### src/design/kht_pkg.sv
// Shared types, field widths, opcodes and status codes for the keyed hash table engine.
// No dependencies; every other design file but kht_ram refers to this package by scoped names.
package kht_pkg;

    localparam int OP_W     = 2;
    localparam int KEY_W    = 64;
    localparam int VAL_W    = 64;
    localparam int STATUS_W = 2;
    localparam int COUNT_W  = 11;

    localparam int DEF_NUM_BUCKETS     = 256;
    localparam int DEF_WAYS_PER_BUCKET = 4;

    // Key bits folded into the bucket remainder per cycle (non power-of-two bucket count)
    localparam int HASH_STEP_BITS = 4;

    localparam logic [OP_W-1:0] OP_INSERT = 2'd0;
    localparam logic [OP_W-1:0] OP_REMOVE = 2'd1;
    localparam logic [OP_W-1:0] OP_GET    = 2'd2;

    localparam logic [STATUS_W-1:0] ST_OK          = 2'd0;
    localparam logic [STATUS_W-1:0] ST_OVERWRITTEN = 2'd1;
    localparam logic [STATUS_W-1:0] ST_NOT_FOUND   = 2'd2;
    localparam logic [STATUS_W-1:0] ST_FULL        = 2'd3;

    typedef struct packed {
        logic [OP_W-1:0]  opcode;
        logic [KEY_W-1:0] key;
        logic [VAL_W-1:0] value_in;
    } kht_req_t;

    typedef struct packed {
        logic [STATUS_W-1:0] status;
        logic [VAL_W-1:0]    value_out;
        logic [COUNT_W-1:0]  element_count;
    } kht_rsp_t;

    // Controller to datapath
    typedef struct packed {
        logic clear_step;
        logic capture;
        logic rd_input;
        logic hash_start;
        logic hash_step;
        logic rd_hash;
        logic commit;
    } kht_cmd_t;

    // Datapath to controller
    typedef struct packed {
        logic direct_hash;
        logic clear_last;
        logic hash_done;
    } kht_status_t;

endpackage

### src/design/kht_ctrl.sv
// Sequencing state machine of the keyed hash table engine: clear pass, accept,
// bucket hash, lookup and commit. Uses kht_pkg command and status types.
module kht_ctrl (
    input  logic                clk,
    input  logic                rst_n,
    input  logic                req_valid,
    output logic                req_ready,
    output logic                rsp_valid,
    input  logic                rsp_ready,
    output kht_pkg::kht_cmd_t    cmd,
    input  kht_pkg::kht_status_t stat
);

    localparam logic [1:0] S_CLEAR  = 2'd0;
    localparam logic [1:0] S_IDLE   = 2'd1;
    localparam logic [1:0] S_HASH   = 2'd2;
    localparam logic [1:0] S_LOOKUP = 2'd3;

    logic [1:0] state_reg;
    logic [1:0] state_next;
    logic       rsp_valid_reg;
    logic       rsp_valid_next;
    logic       accept;
    logic       slot_free;
    logic       commit;

    assign req_ready = (state_reg == S_IDLE);
    assign accept    = req_valid && req_ready;
    assign slot_free = !rsp_valid_reg || rsp_ready;
    assign commit    = (state_reg == S_LOOKUP) && slot_free;

    always_comb
    begin
        cmd            = '0;
        cmd.clear_step = (state_reg == S_CLEAR);
        cmd.capture    = accept;
        cmd.rd_input   = accept && stat.direct_hash;
        cmd.hash_start = accept && !stat.direct_hash;
        cmd.hash_step  = (state_reg == S_HASH) && !stat.hash_done;
        cmd.rd_hash    = (state_reg == S_HASH) && stat.hash_done;
        cmd.commit     = commit;
    end

    always_comb
    begin
        state_next = state_reg;
        case (state_reg)
            S_CLEAR:
            begin
                if (stat.clear_last)
                begin
                    state_next = S_IDLE;
                end
            end
            S_IDLE:
            begin
                if (accept)
                begin
                    state_next = stat.direct_hash ? S_LOOKUP : S_HASH;
                end
            end
            S_HASH:
            begin
                if (stat.hash_done)
                begin
                    state_next = S_LOOKUP;
                end
            end
            S_LOOKUP:
            begin
                if (commit)
                begin
                    state_next = S_IDLE;
                end
            end
            default:
            begin
                state_next = S_CLEAR;
            end
        endcase
    end

    always_comb
    begin
        rsp_valid_next = rsp_valid_reg;
        if (commit)
        begin
            rsp_valid_next = 1'b1;
        end
        else if (rsp_ready)
        begin
            rsp_valid_next = 1'b0;
        end
    end

    always_ff @(posedge clk or negedge rst_n)
    begin
        if (!rst_n)
        begin
            state_reg     <= S_CLEAR;
            rsp_valid_reg <= 1'b0;
        end
        else
        begin
            state_reg     <= state_next;
            rsp_valid_reg <= rsp_valid_next;
        end
    end

    assign rsp_valid = rsp_valid_reg;

endmodule

### config.mk
export PLATFORM = sky130hd
export DESIGN_NAME = kht_ctrl
export DESIGN_NICKNAME = d
export VERILOG_FILES = /design/src/design/kht_pkg.sv /design/src/design/kht_ctrl.sv
export SDC_FILE = /design/constraint.sdc
export NUM_CORES = 1
export LEC_CHECK = 0
export ABC_AREA = 0
export BUFFER_PORTS_ARGS = -buffer_cell sky130_fd_sc_hd__buf_4
export CELL_PAD_IN_SITES_DETAIL_PLACEMENT = 0
export CELL_PAD_IN_SITES_GLOBAL_PLACEMENT = 1
export CORE_AREA = 2 2 39 41
export DETAILED_ROUTE_END_ITERATION = 8
export DIE_AREA = 0 0 41 43
export PLACE_DENSITY_LB_ADDON = 0.1
export RECOVER_POWER = 50
export REMOVE_ABC_BUFFERS = 1
export SETUP_SLACK_MARGIN = 0.5
export SKIP_LAST_GASP = 1
export SLEW_MARGIN = 20
export SYNTH_ARGS = -nofsm -noshare
export SYNTH_HDL_FRONTEND = slang
export SYNTH_SLANG_ARGS = --single-unit
### constraint.sdc
create_clock -name clk -period 1.7 [get_ports clk]
set_input_delay 0.085 -clock clk [delete_from_list [all_inputs] [get_ports clk]]
set_output_delay 0.085 -clock clk [all_outputs]
set_load 0.01 [all_outputs]
Word level (Yosys, flattened, before mapping)

Index checks and enable logic that the tools add are counted.

Output and inout bits: 9
Memory bits (read-only): 0
Input port bits: 7
Memory bits (writable): 0
Bits in registers: 3
Bits in latches: 0
Memories kept: 0

Equal/unequal tests: 7
Multiply operators: 0
Mux-type cells: 8
Div/mod/pow operators: 0
Shifts and indexed selects: 0
$add $sub $neg: 0
Magnitude comparators: 0
Reductions and logical operators: 13
Bitwise gates (word level): 0

Operator list:

| operator                                       | number |
|---|---|
| 2-to-1 mux 2 bit                               | 4 |
| case mux 2 bit (4 select lines)                | 1 |
| logical AND 1 bit                              | 6 |
| == test 2 bit (second input constant)          | 2 |
| != test 2 x 1 -> 1 bit (second input constant) | 2 |
| != test 2 bit (second input constant)          | 2 |
| AND reduction 4 bit                            | 1 |
| zero test 1 bit                                | 3 |
| 2-to-1 mux 1 bit                               | 3 |
| == test 2 x 1 -> 1 bit (second input constant) | 1 |
| zero test 2 bit                                | 1 |
| nonzero test 2 bit                             | 1 |
| logical OR 1 bit                               | 1 |

Logic depth before layout (Yosys ltp)

Gate-level depths: netlist of run 1.

Depth after elaboration: 5
Gate-level depth with buffers: 5

Worst setup path after synthesis of run 1

Ideal clock, no wire load.

Path kind: reg2reg
Start: reg state_reg[0]
End: reg state_reg[0]
Data required time: 1.571 ns
Period minus slack after synthesis: 1.602 ns
Buffers on the path: 0
Cell stages (with the launch flop): 6
Data arrival time: 1.473 ns
Path slack: 0.098 ns
Setup time: 0.129 ns
Cell sequence: dfrtp_1 inv_1 ha_1 nor2b_1 or4_4 mux2i_1

RTL lines:

| element                | RTL line        | source |
|---|---|---|
| from (decl)            | kht_ctrl.sv:19  | `logic [1:0] state_reg;` |
| from (signal assigned) | kht_ctrl.sv:105 | `state_reg <= state_next;` |

Worst setup path after layout of run 1

Start: reg state_reg[0]
End: reg state_reg[0]

Cells in the longest elaborated chain, start to end: 4

RTL lines:

| element                                                                  | RTL line |
|---|---|
| == test 2 bit or == test 2 x 1 -> 1 bit (tied branches)                  | kht_ctrl.sv:30, kht_ctrl.sv:47, kht_ctrl.sv:27 |
| logical AND 1 bit (on tied branches)                                     | kht_ctrl.sv:30, kht_ctrl.sv:28 |
| != test 2 bit (no source line) or != test 2 x 1 -> 1 bit (tied branches) | n/a |
| AND reduction 4 bit (no source line)                                     | n/a |

Parallel ways exist; a longest one is shown, timed or not.
A chain may end at the register's enable or synchronous reset.

==> results.cfg, run 1 <==
[global_routing]
grt-ovfl-total = 0
grt_start_max_net_pins = 5
grt_pass1_wl_um = 1170
antenna_found_initial = 0
grt_use_total_pct = 10.1
grt_pass1_vias = 274

[routing]
vias = 279
dr.pass1.iters = 2
drc_errors = 0
final_antenna_net_count = 0
via_per_inst = 3.93
wl_um = 751
wl_per_cell_um = 10.6
first_iter_violations = 9

[die]
initial_core_util_pct = 21.3
die-height_um = 43
std_cell_rows = 14
design.die.area_um2 = 1760
fp.dieW_um = 41
ios = 16
core_area_um2 = 1380

[cells_and_area]
final_nets = 69
syn_to_final_growth_pct = 98.3
largest_reg_flops = 2
final_area_um2 = 586
fill_cells = 135
drive_gt1_share_pct = 65.5
n_antenna_cell = 0
final_util_pct = 42.3

[flow_run]
drv_cap = 0

[synthesis]
synth_ff_type = dfrtp_1
ys_ff_latch = 3
synth_edf_count = 0
yosysWarnings = 0
synth.avg_cell_area_um2 = 10.2
synthTopCellsByArea = dfrtp_1 25%, ha_1 25%, mux2i_1 6.8%, nor2b_1 6.4%, buf_4 5.1%
ys_seq_area_share_pct = 25.4
synth_cells = 29
synth_top_area_cell = dfrtp_1
yosysUniqueCellTypes = 14
synth_commonest_cells = 6 x ha_1, 3 x dfrtp_1, 3 x inv_1, 3 x nor2b_1
synth_most_common_cell = ha_1
netlist_area_um2 = 295
synthArstFlopShare_pct = 100
netlist.area_leader.share_pct = 25.4

[sta]
finalCriticalPeriod_ps = 1610
worst_slack_ps = 87.3
drv_slew = 0
finalCritPeriodShare_pct = 94.9
rsz0062_at_grt = true
setup_tns_ps = 0
worst_pin_slew_ps = 215
setup_viol = 0
fmax_mhz = 620
hold_viol_final = 0
timing.slew.headroom_pct = 85.6
clock_skew_ps = 1.18

[pwr]
p_sw_share_pct = 38.3
ir_drop_v = 0.000731
p_switching_mw = 0.385
p_int_mw = 0.619
pwr-share-comb_pct = 70.6
cellPowerDensity_nw_per_um2 = 1720
pwr-share-seq_pct = 16.7
clockPowerShare_pct = 12.7
power.leakage_nw = 0.280
finalPower_mw = 1.00

[clocking]
h-tree-depth = 1
root_buffer = clkbuf_4
clk_path_buf_depth = 2
clkTransAtPathRegs_ps = 40
clock-sinks = 3
clk_latency_ps = 230
cts_tree = yes
numCtsBuffers = 3

[worst_setup_path]
cp-start-kind = flip-flop
worstPathArrival_ps = 1720
critPathCaptureType = flip-flop
path_max_fanout = 3
cp_data_required_time_ps = 1810
path_class = reg -> reg

[placed_design]
placed_area_um2 = 413
place.gp.congestion = 0.612
dp_slack_ps = 29.2
numPortBuffers = 15

[hold_path]
hp-class = in -> reg

[status]
status = completed
-- area by class of cell --
| class | instances | area [µm²] | share of cell area (%) |
|---|---|---|---|
| clock buffer | 4 | 26.3 | 4.49 |
| inverter | 3 | 11.3 | 1.92 |
| multi-input combinational | 21 | 262 | 44.7 |
| sequential | 3 | 76.3 | 13.0 |
| tap | 16 | 20.0 | 3.42 |
| timing repair buffer | 24 | 190 | 32.5 |
-- worst paths after layout --
kind                                                from                       end  slack [ps]  cells past startpoint
worst max-delay path            state_reg[0]$_DFFE_PN0P_  state_reg[0]$_DFFE_PN0P_          90                      5
worst min-delay path                           rsp_ready     rsp_valid$_DFFE_PN0P_         140                      3
worst max register to register  state_reg[0]$_DFFE_PN0P_  state_reg[0]$_DFFE_PN0P_          90                      5
worst min register to register     rsp_valid$_DFFE_PN0P_     rsp_valid$_DFFE_PN0P_         550                      2
max in group asynchronous                          rst_n  state_reg[1]$_DFFE_PN0P_        1340                      2
min in group asynchronous                          rst_n  state_reg[0]$_DFFE_PN0P_         190                      2
-- layer usage --
| metal | wire length, µm | up-vias | global-route usage (%) |
|---|---|---|---|
| met5 | 0 | - | 0 |
| met1 | 263 | 125 | 12.0 |
| met2 | 439 | 9 | 15.0 |
| met3 | 33 | 2 | 1.57 |
| li1 | - | 143 | - |
| met4 | 14 | 0 | 8.00 |
-- what timing repair did --
item                                   in CTS  in global routing
hold buffers                                1                  0
endpoints found under the hold margin       3                  0
buffers inserted                            6                  2
pin swaps                                   3                  1
setup endpoints to repair                   9                 10
gates resized for setup                    13                  7
-- cell usage in the layout (no fill, tap or decap) --
| master | n |
|---|---|
| nor2b_1 | 3 |
| dlygate4sd3_1 | 1 |
| mux2i_1 | 2 |
| inv_1 | 1 |
| and3b_1 | 1 |
| clkbuf_1 | 4 |
| dfrtp_1 | 2 |
| clkbuf_4 | 3 |
| and3_1 | 1 |
| nor2b_4 | 1 |
| nand2b_1 | 2 |
| and2_2 | 1 |
| buf_6 | 5 |
| dfrtp_2 | 1 |
| ha_4 | 5 |
| or4_4 | 1 |
| ha_1 | 1 |
| buf_4 | 15 |
| inv_2 | 2 |
| a211oi_1 | 1 |
| and2_4 | 2 |
-- critical path: stages, from the launching register on --
cell     delay (ps)
dfrtp_1         410
buf_6           140
ha_4            140
and3b_1         160
or4_4           500
mux2i_1         140
-- logic make-up (layout without fill, tap and decap cells) --
logic type      count (synthesis)  in the layout  share of synthesized area, %
flops                           3              3                          25.4
fa+ha+maj                       6              6                          25.4
simple gates                   12             12                          30.9
compound gates                  1              1                          2.54
mux                             2              2                          6.78
buf+inv                         5             31                          8.90
-- through the flow --
| step | std cells | hold slack [ps] |
|---|---|---|
| 2_1_floorplan | 27 | -211 |
| 4_1_cts | 69 | 146 |
| 5_1_grt | 71 | 166 |
| 3_5_place_dp | 58 | -125 |
| 3_3_place_gp | 58 | -123 |
| 6_report | 71 | 145 |
-- power by group through the flow --
| stage | Clock (mW) | Combinational [mW] | Sequential [mW] |
|---|---|---|---|
| after global routing | 0.145 | 0.786 | 0.175 |
| final | 0.127 | 0.709 | 0.168 |
| after floorplan | 0 | 0.282 | 0.146 |
| after global placement | 0 | 0.454 | 0.153 |
| after detailed placement | 0 | 0.451 | 0.155 |
| after CTS | 0.134 | 0.638 | 0.162 |
No activity file was read; power rests on OpenSTA's default activity.
==> run 2: changes to the inputs <==
==> constraint.sdc (replaced) <==
create_clock -name clk -period 1.38 [get_ports clk]
set_input_delay 0.069 -clock clk [delete_from_list [all_inputs] [get_ports clk]]
set_output_delay 0.069 -clock clk [all_outputs]
set_load 0.01 [all_outputs]
==> run 2 against run 1 <==
Against the previous run: the flow now finishes with violations (setup timing); sequential share of layout area decreased by 1.2 points; via count up 7.9%; critical path depth unchanged; hold slack improved by 22 ps; sequential cell count is the same; die area stayed put; core utilization rose by 4.2 points.
==> results.cfg, run 2 (synthesis results as in run 1) <==
[die]
core_area_um2 = 1380
die-height_um = 43
initial_core_util_pct = 21.3
ios = 16
std_cell_rows = 14
design.die.area_um2 = 1760
fp.dieW_um = 41

[clocking]
clk_latency_ps = 230
root_buffer = clkbuf_4
clock-sinks = 3
h-tree-depth = 1
cts_tree = yes
clkTransAtPathRegs_ps = 40
clk_path_buf_depth = 2
numCtsBuffers = 3

[sta]
fmax_mhz = 629
worst_slack_ps = -210
drv_slew = 0
rsz0062_at_grt = true
clock_skew_ps = 0.886
holdWs_ps = 167
setup_viol = 7
finalCriticalPeriod_ps = 1590
finalCritPeriodShare_pct = 115
worst_pin_slew_ps = 192
timing.slew.headroom_pct = 87.1
hold_viol_final = 0

[routing]
wl_per_cell_um = 9.71
final_antenna_net_count = 0
via_per_inst = 3.96
first_iter_violations = 0
vias = 301
dr.pass1.iters = 1
wl_um = 738
drc_errors = 0

[cells_and_area]
n_antenna_cell = 0
final_cell_mix = 20 x buf_4, 6 x buf_6, 5 x ha_4
multi_input_area_um2 = 273
regArea_um2 = 76.3
final_nets = 74
fill_cells = 149
largest_reg_flops = 2
layout_commonest_cell = buf_4
syn_to_final_growth_pct = 118
drive_gt1_share_pct = 73.3

[global_routing]
grt_start_max_net_pins = 5
antenna_found_initial = 0
grt_use_total_pct = 10.1
grt-ovfl-total = 0
grt_pass1_vias = 312
grt_pass1_wl_um = 1190

[pwr]
ir_drop_v = 0.000879
finalPower_mw = 1.39
power.leakage_nw = 0.313
cellPowerDensity_nw_per_um2 = 2160

[status]
violations = setup timing
status = finished, violations left

[worst_setup_path]
path_class = reg -> reg
critical-path-slowest-cell = or4_4
path_cells = buf_6 -> ha_4 -> nor2b_4 -> or4_4 -> mux2i_1
worstPathArrival_ps = 1690
cpPeakStageDelay_ps = 540
cp-start-kind = flip-flop
path_max_fanout = 3
cp_data_required_time_ps = 1480
critPathCaptureType = flip-flop

[placed_design]
numPortBuffers = 15
hpwlAfterDp_um = 509
place.gp.congestion = 0.700

[flow_run]
drv_cap = 0

[hold_path]
hp-class = in -> async
## run 2: cell count changes in the layout (fill, tap and decap cells not counted)
cell / change
buf_4: +5
inv_2: -1
nand2b_4: +1
and2_2: -1
ha_1: -1
and2_4: +1
clkbuf_1: -1
inv_4: +1
nand2b_1: -1
buf_6: +1
ha_2: +1
## run 2: final cells by class
cell class	count	share of cell area (%)
multi-input combinational	21	42.3
timing repair buffer	29	36.5
sequential	3	11.8
clock buffer	4	4.08
tap	16	3.11
inverter	3	2.14
## run 2: path summary, 6_finish.rpt
kind                                          startpoint                        to  slack, ps  cells past startpoint
worst max-delay path            state_reg[1]$_DFFE_PN0P_  state_reg[0]$_DFFE_PN0P_       -210                      5
worst min-delay path                               rst_n  state_reg[1]$_DFFE_PN0P_        170                      2
worst max register to register  state_reg[1]$_DFFE_PN0P_  state_reg[0]$_DFFE_PN0P_       -210                      5
worst min register to register     rsp_valid$_DFFE_PN0P_     rsp_valid$_DFFE_PN0P_        590                      2
max in group asynchronous                          rst_n  state_reg[0]$_DFFE_PN0P_       1040                      2
min in group clk                                 stat[2]  state_reg[0]$_DFFE_PN0P_        170                      3
## run 2: critical path: cells and delay by family, from the launching register on
| family | cells | cell delay (ps) |
|---|---|---|
| AND/OR/NAND/NOR | 2 | 650 |
| flip-flops | 1 | 400 |
| adder cells (fa/ha/maj) | 1 | 140 |
| multiplexers | 1 | 140 |
| buffers and inverters | 1 | 130 |
## run 2: repair_timing
action	4_1_cts	5_1_grt
endpoints found under the hold margin	3	0
pin swaps	6	3
setup buffers	6	3
endpoints found under the setup margin	11	11
gates resized for setup	19	6
hold buffers	1	0
## run 2: power by group
part / total, mW / internal [mW] / switching, mW
clock network: 0.151 / 0.108 / 0.0431
logic: 1.04 / 0.648 / 0.393
registers: 0.197 / 0.140 / 0.0570
## run 2: per-stage QoR
| stage | instances | worst slack (ps) | util (%) | setup TNS (ps) | cell area [µm²] |
|---|---|---|---|---|---|
| floorplan | 27 | -222 | - | -441 | 280 |
| global placement | 62 | -265 | 32.0 | -515 | 443 |
| detailed placement | 62 | -262 | 32.0 | -519 | 443 |
| CTS | 73 | -217 | 43.4 | -511 | 601 |
| global route | 76 | -248 | 46.6 | -1150 | 644 |
| finish | 76 | -210 | 46.6 | -842 | 644 |
## run 2: metal layers
metal / global-route usage (%) / vias to the layer above / routed length (µm)
li1: - / 155 / -
met1: 10.4 / 139 / 269
met2: 16.6 / 7 / 430
met3: 3.14 / 0 / 39
met4: 6.00 / 0 / 0
met5: 0 / - / 0
==> run 3: changes to the inputs <==
==> constraint.sdc (replaced) <==
create_clock -name clk -period 1.5 [get_ports clk]
set_input_delay 0.075 -clock clk [delete_from_list [all_inputs] [get_ports clk]]
set_output_delay 0.075 -clock clk [all_outputs]
set_load 0.01 [all_outputs]
==> run 3 against run 2 <==
Against the previous run: the flow still finishes with violations (setup timing); core utilization shrank 1.4 points; die area unchanged; combinational power fell by 12%; maximum frequency fell by 0.78%; first-iteration DRC count grew 1; critical endpoint unchanged.
==> results.cfg, run 3 (synthesis results as in run 1) <==
[die]
die-height_um = 43
ios = 16
initial_core_util_pct = 21.3
core_area_um2 = 1380
fp.dieW_um = 41
std_cell_rows = 14
design.die.area_um2 = 1760

[worst_setup_path]
cp_data_required_time_ps = 1610
path_cells = ha_2 -> and3b_1 -> or4_4 -> mux2i_1
cp-start-kind = flip-flop
path_class = reg -> reg
critical-path-slowest-cell = or4_4
crit_family = simple AND/OR/NAND/NOR gates
cpPeakStageDelay_ps = 550
critPathCaptureType = flip-flop
crit_buf_inv = 0
worstPathArrival_ps = 1710
path_max_fanout = 4

[pwr]
p_switching_mw = 0.431
pwr-share-comb_pct = 74.4
p_sw_share_pct = 35.1
pwr-share-seq_pct = 13.9
power.leakage_nw = 0.316
ir_drop_v = 0.000805
p_int_mw = 0.797
clockPowerShare_pct = 11.7
cellPowerDensity_nw_per_um2 = 1970

[routing]
first_iter_violations = 1
dr.pass1.iters = 2
vias = 303
final_antenna_net_count = 0
wl_um = 728
drc_errors = 0
via_per_inst = 3.99
wl_per_cell_um = 9.58

[clocking]
numCtsBuffers = 3
h-tree-depth = 1
root_buffer = clkbuf_4
clk_path_buf_depth = 2
clkTransAtPathRegs_ps = 40
clock-sinks = 3
cts_tree = yes
clk_latency_ps = 230

[sta]
rsz0062_at_grt = true
worst_pin_slew_ps = 178
drv_slew = 0
worst_slack_ps = -102
finalCritPeriodShare_pct = 107
clock_skew_ps = 0.509
timing.slew.headroom_pct = 88.1
finalCriticalPeriod_ps = 1600
setup_viol = 3
fmax_mhz = 624
hold_viol_final = 0

[global_routing]
grt_start_max_net_pins = 5
grt_pass1_vias = 282
grt_use_total_pct = 9.57
grt_pass1_wl_um = 1040
grt-ovfl-total = 0
antenna_found_initial = 0

[placed_design]
place.gp.congestion = 0.642
placed_cells = 64
numPortBuffers = 15
hpwlAfterDp_um = 492

[flow_run]
drv_cap = 0

[cells_and_area]
fill_cells = 141
fin_cells = 76
regArea_um2 = 75.1
syn_to_final_growth_pct = 111
multi_input_area_um2 = 245
drive_gt1_share_pct = 66.7
largest_reg_flops = 2
final_nets = 74
final_cell_mix = 17 x buf_4, 9 x buf_6
final_util_pct = 45.1
n_antenna_cell = 0
layout_commonest_cell = buf_4

[status]
status = finished, violations left
violations = setup timing

[hold_path]
hp-class = in -> async
run 3: cell counts in the layout (fill, tap and decap cells not counted):
Identical to the previous run, type by type.
run 3: final cells by class:
cell class                      instances  share of cell area [%]
Inverter                                3                    1.80
Timing Repair Buffer                   29                    39.5
Tap cell                               16                    3.21
Clock buffer                            4                    4.21
Sequential cell                         3                    12.0
Multi-Input combinational cell         21                    39.3
run 3: what timing repair did:
item / 4_1_cts / 5_1_grt
pin swaps: 4 / 5
endpoints found under the setup margin: 11 / 11
gates resized for setup: 12 / 9
hold buffers: 1 / 0
endpoints found under the hold margin: 3 / 0
setup buffers: 6 / 1
run 3: power by group through the flow:
stage | Combinational, mW | Sequential (mW) | Clock (mW)
global placement | 0.616 | 0.171 | 0
CTS | 0.821 | 0.173 | 0.152
global route | 1.01 | 0.177 | 0.168
detailed placement | 0.615 | 0.171 | 0
floorplan | 0.320 | 0.166 | 0
finish | 0.914 | 0.171 | 0.143
run 3: worst reg2reg max path, stage by stage (launching register included):
cell and delay, ps:
dfrtp_1 420, ha_2 200, and3b_1 170, or4_4 550, mux2i_1 140
run 3: metrics by stage:
step | area, µm² | hold slack [ps] | setup WS [ps] | power, mW | setup TNS, ps
3_5_place_dp | 458 | -135 | -171 | 0.786 | -335
6_report | 624 | 175 | -102 | 1.23 | -211
3_3_place_gp | 458 | -136 | -162 | 0.787 | -308
5_1_grt | 624 | 160 | -165 | 1.35 | -444
2_1_floorplan | 280 | -221 | -102 | 0.485 | -201
4_1_cts | 579 | 156 | -108 | 1.15 | -223
run 3: metal layers:
metal  global-route usage, %  wire [µm]  up-vias
li1                        -          -      153
met1                    9.09        275      139
met2                    14.4        412        9
met3                    3.14         23        2
met4                    10.0         17        0
met5                       0          0        -
run 3: worst paths after layout:
check / from / end / slack [ps] / depth (start not counted)
worst min-delay path: rst_n / state_reg[0]$_DFFE_PN0P_ / 180 / 2
worst max-delay path: state_reg[0]$_DFFE_PN0P_ / state_reg[0]$_DFFE_PN0P_ / -100 / 4
worst max register to register: state_reg[0]$_DFFE_PN0P_ / state_reg[0]$_DFFE_PN0P_ / -100 / 4
worst min register to register: rsp_valid$_DFFE_PN0P_ / rsp_valid$_DFFE_PN0P_ / 590 / 2
max in group asynchronous: rst_n / rsp_valid$_DFFE_PN0P_ / 1170 / 2
min in group clk: stat[2] / state_reg[0]$_DFFE_PN0P_ / 180 / 3
